$ cat config.mk
export PLATFORM = sky130hd
export DESIGN_NAME = pbrf_ram
export DESIGN_NICKNAME = d
export VERILOG_FILES = /design/src/rtl/pbrf_ram.sv
export SDC_FILE = /design/constraint.sdc
export NUM_CORES = 1
export LEC_CHECK = 0
export BUFFER_PORTS_ARGS = -buffer_cell sky130_fd_sc_hd__buf_2
export CORE_ASPECT_RATIO = 0.7
export CORE_MARGIN = 2
export CORE_UTILIZATION = 45
export CTS_BUF_LIST = sky130_fd_sc_hd__clkbuf_2 sky130_fd_sc_hd__clkbuf_4 sky130_fd_sc_hd__clkbuf_8
export CTS_CLUSTER_SIZE = 16
export DETAILED_ROUTE_END_ITERATION = 6
export PLACE_DENSITY = 0.68
export SYNTH_ARGS = -nofsm -noshare
export SYNTH_HDL_FRONTEND = slang
export SYNTH_SLANG_ARGS = --single-unit
$ cat constraint.sdc
create_clock -name i_clk -period 4.2 [get_ports i_clk]
set_input_delay 0.21 -clock i_clk [delete_from_list [all_inputs] [get_ports i_clk]]
set_output_delay 0.21 -clock i_clk [all_outputs]
set_load 0.05 [all_outputs]
$ cat src/rtl/pbrf_ram.sv
// Generic simple dual-port RAM with registered read.
module pbrf_ram #(
    parameter int WIDTH = 32,
    parameter int DEPTH = 16,
    parameter int AW    = (DEPTH > 1) ? $clog2(DEPTH) : 1
) (
    input  logic             i_clk,
    input  logic             i_we,
    input  logic [AW-1:0]    i_waddr,
    input  logic [WIDTH-1:0] i_wdata,
    input  logic             i_re,
    input  logic [AW-1:0]    i_raddr,
    output logic [WIDTH-1:0] o_rdata
);

    logic [WIDTH-1:0] r_mem [DEPTH];
    logic [WIDTH-1:0] r_rdata;

    always_ff @(posedge i_clk) begin
        if (i_we) begin
            r_mem[i_waddr] <= i_wdata;
        end
        if (i_re) begin
            r_rdata <= r_mem[i_raddr];
        end
    end

    assign o_rdata = r_rdata;

endmodule

# After elaboration in Yosys (flattened, before gate mapping)
# Memory sizes are Yosys's and may differ from the RTL's. A register that Yosys moved wholly into a read port is not among the register bits.
# Cells that the tools add are included.
# classes
n_mux,2
# ops
operator,count
1-bit two-way mux,2
# word_totals
wordCells,3
ramBits,512
out_inout_bits,32
register_bits,0
memories,1
inputBits,43
# mem_list
memory,depth,word_bits,read_ports,rd_ports_with_merged_regs,write_ports,line,source
r_mem,16,32,1,1,1,16,logic [WIDTH-1:0] r_mem [DEPTH];

# Longest topological paths before layout
# logic_depth
depth_word,2
ltp_mapped,5
mapped_depth_nobuf,3

# Worst setup path after synthesis
# No wires, ideal clock.
# synth_path
path_type,in2reg
from,input port i_waddr[2]
to,memory r_mem[0][0] (enable)
setup_time_ns,0.461
path_buffers,0
arrival_time_ns,2.928
setup_slack_ns,0.810
stages,2
required_time_ns,3.739
path_cell_list,or3b_2 nor3_1
# synth_rtl
item,line,source
from (decl),9,"input logic [AW-1:0] i_waddr,"
to (decl),16,
# Straight into the memory's write port.

==> run metrics <==
vias per inst roughly 5.6; htree depth 3; CP delay by family, top buffers and inverters; clock latency on the worst-skew pair 0.64 ns; initial antenna violation count 0; Antenna diodes 0; Yosys top cell area share 0.810; Filler cells ~3.3k; cell depth of the worst min-delay path 2; Final ANT Viol Nets 0; CP bufs+invs 2; worst path cell trace clkbuf_8 > buf_4 > mux4_2 > a22oi_1 > nand2_1; cell at the slowest stage of the critical path clkbuf_8; Yosys top cell by area edfxtp_1; fin. max-slew vios 0; Synth cell types 17; Worst Setup Path Type input pin to flop; core area ~44000 um2; CP startpoint kind input pin; launch point of the worst path i_raddr[0]; Worst Clk Skew roughly 0.023 ns; Syn Inst Count approximately 840; Tmin final approximately 1.7 ns; final WL around 43 mm; # Post-CTS Setup Buffers 0; worst setup path end o_rdata[7]$_DFFE_PP_; synthesized area roughly 20000 um2; first-pass GRT wire length 63.7 mm; min-delay worst type input pin to flop; gr ovfl total 0; post-DP HPWL between 20 and 25 mm; Num CTS Buffers 77; max-cap violations 0; worst reg-to-reg path cell count 3; Syn Area/Cell between 20 and 25 um2; num ports 75; Layout Nets 1050; Initial DRT Pass Iterations 5; Max Fclk about 570 MHz; most frequent cell after synthesis edfxtp_1; share of layout cells above drive strength 1 0.347; Chip Height 181 um; Placed Cells incl. Taps about 1.5k; Synth top cells by count 544 x edfxtp_1, 128 x mux4_2, 64 x a22oi_1, 33 x nand2_1, 17 x clkbuf_1; worst vdd ir approximately 0.00024 V; number of synthesized flops with an enable pin 544; Data required, critical path between 4 and 5 ns; reg-to-reg slack, setup about 2.7 ns; CTS tree built; DR vias approximately 9.3k; DRC Markers 0; maximum clock path buffer count 3; cell row count 64; Crit path largest cell delay about 0.56 ns; flops & latches, synth ~540; status finished, final reports clean; port bufs 74; ys flop type edfxtp_1; post-DR wirelength/cell roughly 26 um; FF-to-FF Start r_mem[9][24]$_DFFE_PP_; clock sink total ~540; syn nets 881; GP Congestion around 0.72; Clock transition at path regs 0.06 ns; RSZ-0062 raised after global routing no; setup TNS 0 ns; crit path capture type flop; largest net degree at the start of global routing 129; Crit path depth 5; Seq/Total Area, Yosys 0.810; LEAKAGE around 0.0074 uW; Worst slew margin 0.197; Initial Util 0.459; measured slew at the worst slew-check pin 1.20 ns; final worst-path cycle share 0.415; Yosys Warn Count 0; Pwr per Cell Area around 460 nW/um2; DIE AREA approximately 47000 um2; number of DRC markers in iteration 0 between 800 and 900; via count of the first global-routing pass 9825; Async SR Flop Fraction 0; Reg-to-Reg End o_rdata[24]$_DFFE_PP_; Root Driver clkbuf_8; Hold Fails Final Rpt 0; final setup violation count 0; CP max FO 56; Post-CTS Resized 0; die width ~260 um; Synth area leaders edfxtp_1 81%, mux4_2 14%, a22oi_1 2.4%, nand2_1 0.61%, buf_4 0.41%; Area growth, synth to finish 15.1%; GRT Util Overall 0.188; fin cells around 1.7k; CP arrival approximately 2.1 ns
-- flip-flops by register name, summed over array words and instances (netlist names) --
signal,flops
r_mem,512
o_rdata,32
-- stage by stage --
stage	utilization	power (uW)	instance area, um2	hold slack, ns	setup slack [ns]
5_1_grt	0.528	11100	23200	0.119	2.28
3_5_place_dp	0.488	6880	21400	0.595	1.73
4_1_cts	0.528	10900	23200	0.0906	2.41
2_1_floorplan	-	6640	20200	0.309	0.810
3_3_place_gp	0.488	6860	21400	0.584	1.72
6_report	0.528	10800	23200	0.134	2.46
-- kinds of logic (layout without fill, tap and decap cells) --
group           Yosys count  count (layout)  share of synthesized area
compound gates           64              64                     0.0238
mux                     128             128                      0.143
flops                   544             544                      0.810
buf+inv                  43             272                     0.0110
simple gates             59              59                     0.0125
-- cell usage in the layout, fill, tap and decap left out --
cell type / instances
a22oi_1: 64
and2_2: 1
buf_12: 2
buf_2: 72
buf_4: 26
bufinv_16: 1
clkbuf_4: 27
clkbuf_8: 80
clkinv_1: 19
clkinv_2: 8
clkinvlp_4: 5
dlygate4sd3_1: 32
edfxtp_1: 544
mux4_2: 128
nand2_1: 33
nand2b_1: 2
nand3_1: 1
nand3b_1: 2
nor2_4: 13
nor2b_4: 2
nor3_2: 4
or3b_2: 1
-- metal layers --
layer,vias up,part of all wire,track usage
met5,-,0,0
met4,0,0.018,0.0533
met3,65,0.058,0.0410
met2,314,0.48,0.296
met1,4988,0.44,0.266
li1,3947,-,-
-- layout make-up --
type | instances | area (um2) | area share
Tap cell | 594 | 743 | 0.0320
Multi-Input combinational cell | 251 | 3750 | 0.161
Timing Repair Buffer | 133 | 930 | 0.0400
Clock buffer | 106 | 1290 | 0.0555
Clock inverter | 33 | 179 | 0.00770
Sequential cell | 544 | 16300 | 0.703
-- where the power goes --
part / switching (uW) / internal, uW
clock network: 1930 / 2050
registers: 34.5 / 6120
logic: 401 / 230
total: 2360 / 8400
-- how the worst min path moves through the flow --
| stage | startpoint | end |
|---|---|---|
| 2_1_floorplan | i_wdata[0] | r_mem[0][0]$_DFFE_PP_ |
| 3_5_place_dp | i_wdata[4] | r_mem[12][4]$_DFFE_PP_ |
| 5_1_grt | i_waddr[1] | r_mem[8][23]$_DFFE_PP_ |
| 3_3_place_gp | i_wdata[11] | r_mem[12][11]$_DFFE_PP_ |
| 4_1_cts | i_waddr[1] | r_mem[8][23]$_DFFE_PP_ |
| 6_report | i_waddr[1] | r_mem[8][23]$_DFFE_PP_ |
-- timing repair --
action                                  in CTS  in global routing
hold buffers                                32                  0
hold endpoints to repair                   512                  0
endpoints found under the setup margin       0                  0
Note: power is estimated with default switching activity, not from simulation.
